**src/cvni_ram.sv**
```systemverilog
// Generic single-port-write, single-port-read RAM with a registered read.
// No dependencies.
module cvni_ram #(
    parameter int WIDTH = 24,
    parameter int DEPTH = 64
) (
    input  logic                     clk,
    input  logic                     we,
    input  logic [$clog2(DEPTH)-1:0] waddr,
    input  logic [WIDTH-1:0]         wdata,
    input  logic [$clog2(DEPTH)-1:0] raddr,
    output logic [WIDTH-1:0]         rdata
);
    logic [WIDTH-1:0] mem [DEPTH];

    always_ff @(posedge clk)
    begin
        if (we)
        begin
            mem[waddr] <= wdata;
        end
        rdata <= mem[raddr];
    end
endmodule

```
**config.mk**
```make
export PLATFORM = sky130hd
export DESIGN_NAME = cvni_ram
export DESIGN_NICKNAME = d
export VERILOG_FILES = /design/src/cvni_ram.sv
export SDC_FILE = /design/constraint.sdc
export NUM_CORES = 1
export LEC_CHECK = 0
export BUFFER_PORTS_ARGS = -buffer_cell sky130_fd_sc_hd__buf_2
export CORE_UTILIZATION = 50
export DETAILED_ROUTE_END_ITERATION = 12
export GPL_TIMING_DRIVEN = 0
export MAX_ROUTING_LAYER = met4
export PLACE_DENSITY = 0.66
export SETUP_SLACK_MARGIN = 0.3
export SYNTH_ARGS = -nofsm -noshare
export SYNTH_HDL_FRONTEND = slang
export SYNTH_SLANG_ARGS = --single-unit
```
**constraint.sdc**
```tcl
create_clock -name clk -period 3.5 [get_ports clk]
set_clock_uncertainty 0.15 [all_clocks]
set_input_delay 0.175 -clock clk [delete_from_list [all_inputs] [get_ports clk]]
set_output_delay 0.175 -clock clk [all_outputs]
set_load 0.01 [all_outputs]
```
**After elaboration in Yosys (flattened, before gate mapping)**

Memories as Yosys holds them, arrays and structs flattened. A register that Yosys moved wholly into a read port is not among the register bits.
Index checks and enable logic that the tools add are counted.

- Multiplexer cells: 2

Operators by type and width:

| cell | number |
|---|---|
| $mux 1 | 2 |

- Flip-flop bits (word level): 0
- Memory bits (writable): 1,536
- Input bits: 38
- Output and inout bits: 24
- Word-level logic and storage cells: 3
- Memories kept: 1

Memories:

| name | words | width | rd ports | clocked after Yosys merged registers in | wr ports | RTL line | text |
|---|---|---|---|---|---|---|---|
| mem | 64 | 24 | 1 | 1 | 1 | 14 | `logic [WIDTH-1:0] mem [DEPTH];` |

**Longest topological paths before layout**

- Depth after elaboration: 2
- Depth in mapped cells: 9
- Depth with buffers taken out: 5

**Worst setup path before layout**

OpenSTA, ideal clock, no wires.

- Path type: input -> register
- Start point: in waddr[3]
- End point: mem mem[48][0], enable pin
- Setup time: 0.435 ns
- Data arrival time: 2.337 ns
- Required time: 2.915 ns
- Slack: 0.578 ns
- Stages: 4
- Path through: clkbuf_1 -> nor2b_1 -> nand4b_1 -> nor3_1

RTL lines:

| item | RTL line | text |
|---|---|---|
| from (decl) | 9 | `input logic [$clog2(DEPTH)-1:0] waddr,` |
| to (decl) | 14 |  |

No word-level cell before the write port.

==> flow_metrics.py <==
metrics = {
    "worst_setup_path": {
        "slowest_delay_ps": 1050,
        "crit_buf_inv": 5,
        "rr_startpoint": "mem[34][6]",
        "reg2reg_depth": 5,
        "cp.required_ps": 4010,
        "slowest_stage": "a221oi_1",
        "path_cells": "buf_2 -> buf_2 -> buf_2 -> buf_4 -> clkbuf_1 -> a221oi_1 -> a221oi_1 -> a31oi_1 -> o21a_1",
        "crit_cells": 9,
        "critPathLaunchType": "input port",
        "path_max_fanout": 10,
        "r2r-end": "rdata[6]",
        "cpMostUsedCell": "buf_2",
        "cp-end-kind": "register",
        "r2r_setup_slack_ps": 570,
        "cp.arrival_ps": 3820,
        "path_delay_family": "buffers and inverters",
        "crit_type": "in -> reg",
    },
    "clock_tree": {
        "clock-sinks": 1560,
        "clockRootBuffer": "clkbuf_16",
        "htreeDepth": 4,
        "cts_tree": "done",
        "clkTransAtPathRegs_ps": 60,
        "cts_buffers": 151,
        "clk-insertion-delay-late_ps": 780,
        "cts_buffer_depth": 3,
    },
    "worst_hold_path": {
        "holdPathEnd": "mem[13][22]",
        "hold_path.class": "in -> reg",
        "min_from": "wdata[22]",
        "hold_depth": 1,
    },
    "floorplan": {
        "design.die.area_mm2": 0.120,
        "start_util": 0.508,
        "fp.dieW_um": 346,
        "core_mm2": 0.117,
        "num_rows": 125,
        "ios": 62,
        "die_h_um": 346,
    },
    "layout": {
        "area_growth_pct": 14.1,
        "final_common_cell": "edfxtp_1",
        "drive_above_1_share": 0.291,
        "layout_common_cells": "1536 x edfxtp_1, 355 x mux4_2, 153 x clkbuf_16",
        "nFillCells": 8169,
        "final_nets": 2899,
        "final_cells": 4528,
    },
    "pwr": {
        "p_per_area_mw_per_mm2": 573,
        "p_leak_uw": 0.0212,
        "ir_worst_vdd_mv": 0.489,
    },
    "synthesis": {
        "ys_async_sr_fraction": 0,
        "synthFlopType": "edfxtp_1",
        "syn_nets": 2648,
        "syn_area_per_cell_um2": 22.7,
        "synth_top_cell_by_area": "edfxtp_1",
        "ys_types": 40,
        "ys_seq_area_frac": 0.786,
        "synth_cells": 2610,
        "yosysWarnings": 0,
        "synth_top_area_frac": 0.778,
        "yosys-top-cells-area": "edfxtp_1 78%, mux4_2 13%, mux2i_1 1.6%",
        "synth-edff-count": 1536,
        "ys_seq_elements": 1560,
        "syn_area_mm2": 0.0593,
    },
    "routing": {
        "drtAntennaViolNets": 0,
        "num_vias": 29155,
        "first_pass_iters": 6,
        "post_drt_wl_per_cell_um": 33.9,
        "first_iter_violations": 3942,
        "wl_met2_um": 71900,
        "highest_layer": "met4",
        "avgViaCountPerCell": 6.44,
        "detail_route.wirelength_um": 153000,
        "drcViolationCount": 0,
        "wl_met1_um": 59400,
        "met3_length_um": 15800,
    },
    "sta": {
        "slew_violations": 0,
        "timing.fmax_mhz": 302,
        "setup_violations": 0,
        "hold_viol_final": 0,
        "period_share": 0.947,
        "worst_pin_slew_ps": 1490,
        "whs_ps": 72.3,
        "period_needed_ps": 3320,
        "slew_headroom": 0.00618,
        "rsz0062_at_grt": "yes",
    },
    "grt": {
        "grt_pass1_vias": 29185,
        "grt_pass1_wl_um": 217000,
        "antenna_found_initial": 19,
        "grt-ovfl-total": 0,
        "grt_max_degree": 65,
        "grt.total_usage": 0.266,
    },
    "placement": {
        "gp_congestion": 0.957,
        "dpl.cell_count": 4215,
        "port_buffers": 54,
        "dp_hpwl_um": 97000,
    },
    "run_status": {
        "outcome": "complete, no violations",
    },
    "job": {
        "maxCapViolCount": 0,
    },
}
## cells by family after synthesis
group                  share of synthesized area
and+or+nand+nor                           0.0156
buffers and inverters                     0.0131
AOI/OAI and AO/OA                         0.0244
muxes                                      0.161
DFF                                        0.786
## power breakdown
group          internal, uW  total, uW  switching (uW)
clock                  8900      15900            6990
sequential            20700      20700            42.4
combinational           709       2110            1400
total                 30300      38700            8440
## stage by stage
stage                util  area (um^2)  power (uW)  setup slack [ps]  setup TNS [ps]
finish              0.579        67700       38700               184               0
global route        0.579        67600       39600               233               0
CTS                 0.577        67400       38800               324               0
detailed placement  0.535        62500       23200              -499           -6250
global placement    0.526        61500       23100             -1110         -341460
floorplan               -        59300       22100               578               0
## worst max path at each step
stage            endpoint      from  slack, ps
2_1_floorplan  mem[48][0]  waddr[3]        580
3_3_place_gp   mem[49][3]  waddr[4]      -1110
3_5_place_dp    rdata[10]  raddr[1]       -500
4_1_cts          rdata[7]  raddr[2]        320
5_1_grt          rdata[6]  raddr[1]        230
6_report         rdata[6]  raddr[1]        180
## final cells by class
type                    count  area, um^2  area share
well taps                1524        1910      0.0282
clock buffers             186        3980      0.0589
diodes                     18        45.0    0.000666
clock inverters            92         832      0.0123
inverters                   2        7.51    0.000111
flip-flops and latches   1560       46600       0.689
repair buffers             98        1100      0.0163
multi-input cells         906       12400       0.183
plain buffers             142         778      0.0115
## registers in the layout (all words and copies together), names as in the netlist
register,flops
rdata,24
mem,1536
## timing repair
| item | CTS | global route |
|---|---|---|
| hold endpoints to repair | 4 | 714 |
| setup endpoints to repair | 1 | 32 |
| pin swaps | 0 | 1 |
| gates resized for setup | 1 | 11 |
| buffers inserted | 0 | 0 |
| hold buffers | 4 | 12 |
## synth_stat cells, types with 2 or more instances
library cell / n
or3_1: 10
o22ai_1: 53
dfxtp_1: 24
o21a_1: 13
edfxtp_1: 1536
or3b_2: 3
buf_1: 13
a22oi_1: 29
buf_6: 8
a21oi_1: 22
mux2_2: 53
mux2i_1: 95
a31oi_1: 13
o211ai_1: 2
buf_2: 45
nand4_1: 2
and2_1: 3
clkbuf_1: 44
or2_2: 3
nand3b_1: 3
mux4_2: 355
buf_4: 31
and3_1: 16
a221oi_1: 52
nor2_1: 80
o21ai_1: 6
nor2b_1: 9
nand3_1: 20
nand2b_1: 6
a221o_1: 4
o21ai_0: 12
nor3_1: 2
nand2_1: 36
## routing by layer
metal / vias to the layer above / track usage
met3: 316 / 0.0568
li1: 11653 / -
met5: - / -
met1: 15462 / 0.363
met4: 0 / 0.0996
met2: 1724 / 0.397
Note: power is estimated with default switching activity, not from simulation.
